`src/hdl/box_filter_3x3_mean_macros.svh`:
```
// Assertion macros used by the box filter top level
`ifndef BOX_FILTER_3X3_MEAN_MACROS_SVH
`define BOX_FILTER_3X3_MEAN_MACROS_SVH

// Same-cycle implication, checked outside reset
`define BF3M_ASSERT_IMPL(label, clk, rst_n, ante, cons) \
    label: assert property (@(posedge clk) disable iff (!rst_n) (ante) |-> (cons)) \
        else $error("box filter assertion failed");

// Next-cycle implication, checked outside reset
`define BF3M_ASSERT_NEXT(label, clk, rst_n, ante, cons) \
    label: assert property (@(posedge clk) disable iff (!rst_n) (ante) |=> (cons)) \
        else $error("box filter assertion failed");

`endif

```
`src/hdl/bf3m_pkg.sv`:
```
// Types and constants of the 3x3 box filter
package bf3m_pkg;

    localparam int PIX_W      = 16;
    localparam int SIDE_W     = 10;
    localparam int DEPTH      = 1024;
    localparam int ADDR_W     = $clog2(DEPTH);
    localparam int COLSUM_W   = PIX_W + 2;
    localparam int SUM_W      = PIX_W + 4;
    localparam int RECIP_SH   = 23;
    localparam int PROD_W     = 2 * SUM_W;

    // ceil(2^23 / 9): exact floor division for any 20-bit sum
    localparam logic [SUM_W-1:0] RECIP9 = SUM_W'(932068);

    localparam logic [SIDE_W-1:0] SIDE_MIN = SIDE_W'(1);
    localparam logic [SIDE_W-1:0] SIDE_MAX = SIDE_W'(DEPTH - 2);
    localparam logic [SIDE_W-1:0] SIDE_RST = SIDE_W'(1022);

    typedef struct packed {
        logic emit;
        logic row_end;
        logic frame_end;
    } pos_flags_t;

endpackage

```
`src/hdl/bf3m_div9.sv`:
```
// Divide the window sum by nine and hold the result register
module bf3m_div9
(
    input  logic                          clk,
    input  logic                          rst_n,
    input  logic                          adv,
    input  logic                          in_valid,
    input  bf3m_pkg::pos_flags_t          in_flags,
    input  logic [bf3m_pkg::SUM_W-1:0]    sum,
    output logic                          out_valid,
    output logic [bf3m_pkg::PIX_W-1:0]    mean,
    output logic                          row_end,
    output logic                          frame_end
);
    import bf3m_pkg::*;

    logic [PROD_W-1:0] prod;
    logic              valid_reg;
    logic [PIX_W-1:0]  mean_reg;
    logic              row_end_reg;
    logic              frame_end_reg;

    // multiply by the rounded-up reciprocal; the shift truncates
    assign prod = PROD_W'(sum) * PROD_W'(RECIP9);

    always_ff @(posedge clk or negedge rst_n)
    begin
        if (!rst_n)
        begin
            valid_reg <= 1'b0;
        end
        else if (adv)
        begin
            valid_reg <= in_valid;
        end
    end

    always_ff @(posedge clk)
    begin
        if (adv)
        begin
            mean_reg      <= prod[RECIP_SH +: PIX_W];
            row_end_reg   <= in_flags.row_end;
            frame_end_reg <= in_flags.frame_end;
        end
    end

    assign out_valid = valid_reg;
    assign mean      = mean_reg;
    assign row_end   = row_end_reg;
    assign frame_end = frame_end_reg;

endmodule

```
`config.mk`:
```
export PLATFORM = sky130hd
export DESIGN_NAME = bf3m_div9
export DESIGN_NICKNAME = d
export VERILOG_FILES = /design/src/hdl/box_filter_3x3_mean_macros.svh /design/src/hdl/bf3m_pkg.sv /design/src/hdl/bf3m_div9.sv
export SDC_FILE = /design/constraint.sdc
export NUM_CORES = 1
export LEC_CHECK = 0
export ABC_CLOCK_PERIOD_IN_PS = 990
export BUFFER_PORTS_ARGS = -buffer_cell sky130_fd_sc_hd__buf_4
export CORE_ASPECT_RATIO = 1.75
export CORE_MARGIN = 2
export CORE_UTILIZATION = 30
export DETAILED_ROUTE_END_ITERATION = 6
export GPL_ROUTABILITY_DRIVEN = 1
export GPL_TIMING_DRIVEN = 0
export SYNTH_ARGS = -nofsm -noshare
export SYNTH_HDL_FRONTEND = slang
export SYNTH_SLANG_ARGS = --single-unit
export TNS_END_PERCENT = 1
```
`constraint.sdc`:
```
create_clock -name clk -period 0.99 [get_ports clk]
set_input_delay 0.1485 -clock clk [delete_from_list [all_inputs] [get_ports clk]]
set_output_delay 0.1485 -clock clk [all_outputs]
set_load 0.05 [all_outputs]
```
==> summary.md <==
| Metric | Value |
|---|---|
| Status | `finished, violations left` |
| Failing checks | `negative setup slack` |
| Worst-path clk slew | `60 ps` |
| Mapped Cells | `554` |
| Worst-Margin Slew | `495.3 ps` |
| Async SR Flop Fraction | `0.05263` |
| Mean routed wirelength per cell | `16.80 um` |
| Worst Path Required | `1020 ps` |
| Via count | `3979` |
| Sequential area share after synthesis | `0.09945` |
| Final RePlAce weighted congestion | `0.8738` |
| CTS tree | `done` |
| Hold path startpoint | `in_flags[1]` |
| Reg2reg end | `out_valid` |
| Crit path launch type | `input pin` |
| 1st-iter DRT viols | `75` |
| Chip width | `108.1 um` |
| Root buffer cell | `clkbuf_16` |
| Footprint of the multi-input gates | `4989 um2` |
| Fillers | `1863` |
| Clock Path Buffers | `2` |
| DR DRC count | `0` |
| Endpoints failing setup | `19` |
| Commonest cells after routing, fill and taps aside | `inv_1, ha_1, fa_1, buf_4, ha_4` |
| Tmin final | `4966 ps` |
| Largest net degree at the start of global routing | `20` |
| Antenna violations before repair | `0` |
| Most common cell after layout, fill and taps aside | `inv_1` |
| Worst R2R Start | `out_valid` |
| Max Slew Vio Count | `0` |
| Most used DFF post-synth | `edfxtp_1` |
| Syn Area/Cell | `10.26 um2` |
| Largest register FFs | `16` |
| Die height | `186.1 um` |
| First-pass GRT wire length | `23490 um` |
| Hold Path Sink | `row_end` |
| Share of layout cells above drive strength 1 | `0.2063` |
| CTS buffer count | `3` |
| Vias in the first global route | `4666` |
| Crit Path Max Fanout | `4` |
| Crit share post-route | `5.016` |
| Antenna-violating nets left | `0` |
| DP Wirelength | `12650 um` |
| Core footprint | `18580 um2` |
| Fmax | `201.4 MHz` |
| All-layer global routing usage | `0.1574` |
| Setup slack, reg-to-reg | `240 ps` |
| Setup ws final | `-3976 ps` |
| Area Overhead vs Synth | `22.51%` |
| Vias per cell | `4.714` |
| Post-Syn Nets | `811` |
| I/O Buffers | `44` |
| Total Nets Final | `864` |
| Worst reg-to-reg path cell count | `1` |
| Synth unique cells | `49` |
| Clk_lat worst skew | `270 ps` |
| H-tree depth | `1` |
| IO Pins | `46` |
| Row cnt | `66` |
| Core Util, Final | `0.3749` |
| Number of synthesized flops with an enable pin | `18` |
| Unrepaired setup endpoints after global routing | `yes` |
| Worst hold path type | `in -> reg` |
| CTS Sinks | `19` |
| Die ar. | `20120 um2` |
| Max-slew headroom | `0.6678` |
| Clock skew | `0 ps` |
| DRT Wirelength | `14180 um` |
| CP Data Arrival Time | `5000 ps` |
| Warnings, synthesis | `0` |
| Register area | `565.5 um2` |
| Number of diodes | `0` |
| Mapped Area | `5687 um2` |
| Total gr overflow | `0` |
| DR pass1 iterations | `4` |
| Kind of critical path | `in -> reg` |
| Hold depth | `1` |
| CP Capture Type | `flip-flop` |
| Number of synthesized register bits | `19` |
| Final Hold Viols | `0` |
| Initial core utilization | `0.3061` |
| Max-cap viol count | `0` |
==> logic make-up (layout without fill, tap and decap cells) <==
logic type / Yosys count / count (layout) / synth area share
mux: 1 / 1 / 0.001980
buf+inv: 157 / 209 / 0.1050
xor+xnor: 27 / 27 / 0.04158
simple gates: 55 / 55 / 0.04599
compound gates: 65 / 65 / 0.08383
flops: 19 / 19 / 0.09945
fa+ha+maj: 230 / 230 / 0.6222
==> worst max-delay path, stage by stage <==
cell	delay [ps]
buf_4	150
fa_2	610
ha_1	280
fa_1	490
fa_1	550
inv_1	60
fa_1	520
fa_1	550
inv_1	40
ha_1	330
nand2_2	100
o21ai_4	200
nor2_1	90
o32ai_2	320
a211oi_4	50
buf_6	140
a21o_2	230
xnor2_1	120
==> metal layers <==
layer  vias to the layer above  GRT usage  wire (um)  share of wire
met4                         0     0.1092        993          0.070
met5                         -          0          0              0
met3                        35   0.006620        214          0.015
met1                      1988     0.1490       4653           0.33
li1                       1895          -          -              -
met2                        61     0.3150       8319           0.59
==> how the worst max path moves through the flow <==
stage                        from  endpoint  slack [ps]  cells past startpoint
after floorplan            sum[6]  mean[15]       -3760                     18
after global placement     sum[4]  mean[15]       -4610                     21
after detailed placement   sum[4]  mean[15]       -4670                     22
after CTS                 sum[13]  mean[14]       -3980                     18
after global routing      sum[13]  mean[15]       -4170                     18
final                     sum[13]  mean[14]       -3980                     18
==> timing repair <==
| action | in CTS | in global routing |
|---|---|---|
| pin swaps | 12 | 11 |
| setup endpoints to repair | 25 | 32 |
| gates resized for setup | 30 | 33 |
| hold buffers | 1 | 0 |
| endpoints found under the hold margin | 1 | 0 |
| gates cloned | 0 | 0 |
| buffers inserted | 3 | 0 |
==> area by class of cell <==
| class | count | share of cell area |
|---|---|---|
| flip-flops and latches | 19 | 0.08118 |
| clock buffers | 3 | 0.01078 |
| well taps | 238 | 0.04274 |
| multi-input cells | 378 | 0.7161 |
| inverters | 156 | 0.08405 |
| repair buffers | 48 | 0.06232 |
| clock inverters | 1 | 0.0007184 |
| plain buffers | 1 | 0.002155 |
==> stage by stage <==
step | hold slack (ps) | instance area, um2 | setup WS, ps | instances | setup TNS (ps)
2_1_floorplan | -147.1 | 5931 | -3763 | 554 | -57450
3_3_place_gp | -76.32 | 6559 | -4613 | 836 | -67860
3_5_place_dp | -73.45 | 6559 | -4668 | 836 | -68220
4_1_cts | 49.47 | 6808 | -3980 | 844 | -61240
5_1_grt | 53.66 | 6967 | -4171 | 844 | -63120
6_report | 54.71 | 6967 | -3976 | 844 | -59960
==> synth_stat cells, types with 2 or more instances <==
library cell / instances / area, um2
o41ai_1: 2 / 17.52
nor2_1: 17 / 63.81
xnor2_1: 16 / 140.1
a31oi_1: 3 / 18.77
fa_1: 88 / 1762
nand2_1: 16 / 60.06
xor2_1: 11 / 96.34
o21a_1: 2 / 15.01
ha_1: 142 / 1777
nand3_1: 4 / 20.02
inv_1: 156 / 585.6
or2_2: 2 / 12.51
nand4_1: 4 / 25.02
a21oi_1: 13 / 65.06
edfxtp_1: 18 / 540.5
nor3_1: 5 / 25.02
a211oi_1: 2 / 15.01
o41a_1: 2 / 22.52
a21o_1: 12 / 90.09
a211oi_2: 2 / 25.02
o211a_1: 2 / 20.02
o21ai_0: 8 / 40.04
Power is left out: the tool's default activity adds up to more than one toggle a clock period on the data nets, which glitch-free logic cannot reach.
