<file path="config.mk">
export PLATFORM = sky130hd
export DESIGN_NAME = bf3m_window
export DESIGN_NICKNAME = d
export VERILOG_FILES = /design/src/hdl/box_filter_3x3_mean_macros.svh /design/src/hdl/bf3m_pkg.sv /design/src/hdl/bf3m_window.sv
export SDC_FILE = /design/constraint.sdc
export NUM_CORES = 1
export LEC_CHECK = 0
export BUFFER_PORTS_ARGS = -buffer_cell sky130_fd_sc_hd__buf_2
export CORE_MARGIN = 2
export CORE_UTILIZATION = 50
export DETAILED_ROUTE_END_ITERATION = 8
export PLACE_DENSITY = 0.81
export SETUP_SLACK_MARGIN = 0.3
export SYNTH_ARGS = -nofsm -noshare
export SYNTH_HDL_FRONTEND = slang
export SYNTH_SLANG_ARGS = --single-unit
export TNS_END_PERCENT = 50
</file>
<file path="constraint.sdc">
create_clock -name clk -period 3.4 [get_ports clk]
set_input_delay 0.17 -clock clk [delete_from_list [all_inputs] [get_ports clk]]
set_output_delay 0.17 -clock clk [all_outputs]
set_load 0.03 [all_outputs]
</file>
<file path="src/hdl/box_filter_3x3_mean_macros.svh">
// Assertion macros used by the box filter top level
`ifndef BOX_FILTER_3X3_MEAN_MACROS_SVH
`define BOX_FILTER_3X3_MEAN_MACROS_SVH

// Same-cycle implication, checked outside reset
`define BF3M_ASSERT_IMPL(label, clk, rst_n, ante, cons) \
    label: assert property (@(posedge clk) disable iff (!rst_n) (ante) |-> (cons)) \
        else $error("box filter assertion failed");

// Next-cycle implication, checked outside reset
`define BF3M_ASSERT_NEXT(label, clk, rst_n, ante, cons) \
    label: assert property (@(posedge clk) disable iff (!rst_n) (ante) |=> (cons)) \
        else $error("box filter assertion failed");

`endif

</file>
<file path="src/hdl/bf3m_pkg.sv">
// Types and constants of the 3x3 box filter
package bf3m_pkg;

    localparam int PIX_W      = 16;
    localparam int SIDE_W     = 10;
    localparam int DEPTH      = 1024;
    localparam int ADDR_W     = $clog2(DEPTH);
    localparam int COLSUM_W   = PIX_W + 2;
    localparam int SUM_W      = PIX_W + 4;
    localparam int RECIP_SH   = 23;
    localparam int PROD_W     = 2 * SUM_W;

    // ceil(2^23 / 9): exact floor division for any 20-bit sum
    localparam logic [SUM_W-1:0] RECIP9 = SUM_W'(932068);

    localparam logic [SIDE_W-1:0] SIDE_MIN = SIDE_W'(1);
    localparam logic [SIDE_W-1:0] SIDE_MAX = SIDE_W'(DEPTH - 2);
    localparam logic [SIDE_W-1:0] SIDE_RST = SIDE_W'(1022);

    typedef struct packed {
        logic emit;
        logic row_end;
        logic frame_end;
    } pos_flags_t;

endpackage

</file>
<file path="src/hdl/bf3m_window.sv">
// Column sums of the 3x3 window and the nine-pixel sum register
module bf3m_window
(
    input  logic                          clk,
    input  logic                          rst_n,
    input  logic                          adv,
    input  logic                          in_valid,
    input  bf3m_pkg::pos_flags_t          in_flags,
    input  logic [bf3m_pkg::PIX_W-1:0]    top,
    input  logic [bf3m_pkg::PIX_W-1:0]    mid,
    input  logic [bf3m_pkg::PIX_W-1:0]    bot,
    output logic                          sum_valid,
    output bf3m_pkg::pos_flags_t          sum_flags,
    output logic [bf3m_pkg::SUM_W-1:0]    sum
);
    import bf3m_pkg::*;

    logic [COLSUM_W-1:0] cs_now;
    logic [COLSUM_W-1:0] cs0_reg;
    logic [COLSUM_W-1:0] cs1_reg;
    logic [SUM_W-1:0]    sum_next;
    logic [SUM_W-1:0]    sum_reg;
    logic                valid_reg;
    pos_flags_t          flags_reg;

    assign cs_now   = COLSUM_W'(top) + COLSUM_W'(mid) + COLSUM_W'(bot);
    assign sum_next = SUM_W'(cs0_reg) + SUM_W'(cs1_reg) + SUM_W'(cs_now);

    // shift the window one column on every pixel, border pixels included
    always_ff @(posedge clk or negedge rst_n)
    begin
        if (!rst_n)
        begin
            cs0_reg   <= '0;
            cs1_reg   <= '0;
            valid_reg <= 1'b0;
        end
        else if (adv)
        begin
            valid_reg <= in_valid && in_flags.emit;
            if (in_valid)
            begin
                cs0_reg <= cs1_reg;
                cs1_reg <= cs_now;
            end
        end
    end

    always_ff @(posedge clk)
    begin
        if (adv)
        begin
            sum_reg   <= sum_next;
            flags_reg <= in_flags;
        end
    end

    assign sum_valid = valid_reg;
    assign sum_flags = flags_reg;
    assign sum       = sum_reg;

endmodule

</file>
==> results.md <==
| Metric | Reported |
| --- | --- |
| Status | complete, but fails checks |
| Violations in the final reports | negative setup slack |
| Total congestion overflow | 0 |
| Number of synthesized flops with an enable pin | 23 |
| Vias in the first global route | 3998 |
| YS warnings | 0 |
| Unrepaired setup endpoints after global routing | true |
| Final cell utilization of the core | 71.8% |
| DRC violation count after routing | 0 |
| Syn Inst Count | 479 |
| Net count of the mapped netlist | 602 |
| Initial antenna violation count | 0 |
| R2R Setup Slk | 0.47 ns |
| End of the worst register-to-register path | sum[15] |
| Proportion of layout cells with a drive suffix above 1 | 42.6% |
| Chip height | 100 um |
| Number of standard-cell rows in the floorplan | 35 |
| Boundary Pins | 79 |
| Initial Util | 50.9% |
| Origin of the worst setup path | bot[1] |
| Total die area | 10100 sq um |
| Avg WL per Cell | 14.0 um |
| Average footprint of a synthesized cell | 9.69 sq um |
| Maximum number of buffers from clock root to sink | 2 |
| Crit Reg-Reg Startpoint | cs1_reg[1] |
| First-pass DRT Iterations | 4 |
| Clk root buf | sky130_fd_sc_hd__clkbuf_8 |
| Critical-path maximum fanout | 5 |
| Cell at the slowest stage of the critical path | sky130_fd_sc_hd__fa_1 |
| Number of flip-flops in the largest register | 20 |
| Count of input and output buffers | 78 |
| Predominant post-synthesis flop cell | sky130_fd_sc_hd__dfrtp_1 |
| CTS tree | done |
| Max-slew violation count | 0 |
| Peak per-stage delay on the critical path | 0.55 ns |
| Detail Route met3 WL | 466 um |
| Pin count of the biggest net entering global routing | 69 |
| Number of filler instances in the final layout | 635 |
| Min Clock Period, post-route | 3.92 ns |
| Overall via count from detail_route | 3999 |
| Die Width | 100 um |
| Final Skew | 0.0109 ns |
| Met1 Wirelength | 4530 um |
| Final critical-path setup slack | -0.517 ns |
| Global-route wire length before repair | 17200 um |
| Dpl hpwl | 7500 um |
| Routed via count divided by cell count | 5.21 |
| Detailed route wirelength on metal2 | 5410 um |
| Worst slew margin relative to its limit | 31.5% |
| CTS clk-pin slew, worst paths | 0.06 ns |
| Fmax | 255 MHz |
| Area Growth Syn to Fin | 41.0% |
| Required time at the endpoint of the critical path | 3.50 ns |
| Sequential element share of the synthesized area | 34.8% |
| Type of destination of the critical path | flop |
| Multi-input combinational cell area | 3140 sq um |
| Worst-case reg-to-reg path depth | 12 |
| Iteration-0 DRC count of the detailed router | 153 |
| Critical Path, Cell by Cell | buf_6, inv_2, fa_1, inv_2, ha_4, fa_2, a21o_1, buf_4, a21oi_2, xor2_1, buf_4, fa_1, inv_2, ha_4, o21a_1, o31a_1, o31ai_4, a21oi_2, buf_4, o21ai_2, o22ai_1 |
| Total Routing Usage GR | 21.7% |
| Synthesized area | 4640 sq um |
| Crit path arrival time | 4.02 ns |
| Count of different cell masters after synthesis | 48 |
| Post-detailed-route count of antenna-violating nets | 0 |
| Final-stage net count | 775 |
| Share of flip-flops with an asynchronous set or reset | 61.7% |
| Final worst path period share | 115% |
| Core region area | 9110 sq um |
| Kind of critical path | in -> reg |
| Ant. Diodes | 0 |
| Hold violation count in the final report | 0 |
| Worst setup path endpoint | sum[19] |
| Number of clock sinks seen by CTS | 60 |
| Storage element area | 1620 sq um |
| Pin slew with the least headroom to its limit | 1.02 ns |
| TritonCTS Buffers | 9 |
| Total Routed Length | 10800 um |
| Max capacitance violation total | 0 |
| Startpoint type of the worst setup path | input port |
| Clock network latency to the later pin of the worst-skew pair | 0.36 ns |
| Global placement routability congestion | 0.872 |
| Finish-stage setup viols | 15 |
| Class of the tightest hold or removal check | in -> reg |
| Number of synthesized register bits | 60 |
| H-Tree Level Count | 3 |
| Top metal layer carrying routed signals | met4 |
| Hold path depth | 1 |
## layout by cell type (no fill, tap or decap), drive strengths merged, types with 4 or more instances in the layout
cell type	instances
a21o	10
a21oi	33
a31oi	4
buf	170
clkbuf	12
dfrtp	37
edfxtp	23
fa	36
ha	32
inv	84
mux2	5
nand2	47
nand3	7
nand4	5
nor2	16
nor3	10
o211ai	4
o21a	7
o21ai	48
o22ai	6
or3	4
xnor2	17
xor2	10
## logic make-up after synthesis
group	share of synthesized area, %
muxes	1.21
xor gates and xnor gates	5.10
and+or+nand+nor	9.49
DFF	34.8
buffers and inverters	7.61
adders and majority gates	24.2
AOI/OAI and AO/OA	17.6
## worst min-delay path by stage
stage	slack [ns]	to	from
finish	0.009	sum_flags[2]	in_flags[2]
global route	0.008	sum_flags[2]	in_flags[2]
CTS	0.003	sum_flags[2]	in_flags[2]
detailed placement	0.30	cs1_reg[1]	rst_n
global placement	0.29	cs1_reg[1]	rst_n
floorplan	-0.13	cs0_reg[0]	rst_n
## metrics by stage
| step | std cells | cell area, sq um | TNS (ns) | hold slack, ns | setup slack, ns |
|---|---|---|---|---|---|
| after floorplan | 479 | 4730 | -4.08 | -0.126 | -0.671 |
| after detailed placement | 733 | 5770 | -10.96 | 0.305 | -1.03 |
| after CTS | 766 | 6330 | -4.41 | 0.00270 | -0.444 |
| final | 768 | 6540 | -5.59 | 0.00936 | -0.517 |
| after global placement | 733 | 5770 | -9.54 | 0.290 | -0.905 |
| after global routing | 768 | 6540 | -7.46 | 0.00787 | -0.632 |
## metal layers
metal  global-route usage [%]  vias to the layer above
li1                         -                     1956
met1                     26.2                     1874
met2                     37.7                      131
met3                     3.76                       38
met4                     10.3                        0
met5                        0                        -
## cells in the mapped netlist (3+ instances only)
cell type / instances / area, sq um
sky130_fd_sc_hd__inv_1: 83 / 312
sky130_fd_sc_hd__nand4_1: 5 / 31.3
sky130_fd_sc_hd__a211o_1: 3 / 26.3
sky130_fd_sc_hd__a21oi_1: 29 / 145
sky130_fd_sc_hd__o21ai_1: 6 / 30.0
sky130_fd_sc_hd__xnor2_1: 17 / 149
sky130_fd_sc_hd__nand2_1: 47 / 176
sky130_fd_sc_hd__dfrtp_1: 37 / 926
sky130_fd_sc_hd__o22ai_1: 6 / 37.5
sky130_fd_sc_hd__o21ai_0: 41 / 205
sky130_fd_sc_hd__nand3_1: 7 / 35.0
sky130_fd_sc_hd__o211ai_1: 3 / 22.5
sky130_fd_sc_hd__a31oi_1: 3 / 18.8
sky130_fd_sc_hd__ha_1: 32 / 400
sky130_fd_sc_hd__xor2_1: 10 / 87.6
sky130_fd_sc_hd__nor2_1: 16 / 60.1
sky130_fd_sc_hd__mux2_2: 5 / 56.3
sky130_fd_sc_hd__edfxtp_1: 23 / 691
sky130_fd_sc_hd__or3_1: 4 / 25.0
sky130_fd_sc_hd__o21a_1: 7 / 52.6
sky130_fd_sc_hd__a21o_1: 10 / 75.1
sky130_fd_sc_hd__nor3_1: 10 / 50.1
sky130_fd_sc_hd__clkbuf_1: 10 / 37.5
sky130_fd_sc_hd__fa_1: 36 / 721
## worst max-delay path: cells and delay by family
family,cells,cell delay (ns)
AO/OA/AOI/OAI,8,1.24
buffers and inverters,7,0.65
XOR/XNOR,1,0.09
adder cells (fa/ha/maj),5,1.87
## layout make-up
cell class / count / area share (%)
sequential: 60 / 24.7
tap: 111 / 2.12
inverter: 83 / 4.88
timing repair buffer: 173 / 17.5
multi-input combinational: 325 / 47.9
clock inverter: 4 / 0.325
clock buffer: 12 / 2.52
## timing repair
item,4_1_cts,5_1_grt
resized for setup,52,35
endpoints found under the setup margin,15,15
buffers inserted,14,2
pin swaps,43,24
hold endpoints to repair,39,0
hold buffers,3,0
Power is not shown: default switching activity piles up to over one toggle a cycle in this logic, so the estimate is an artifact.
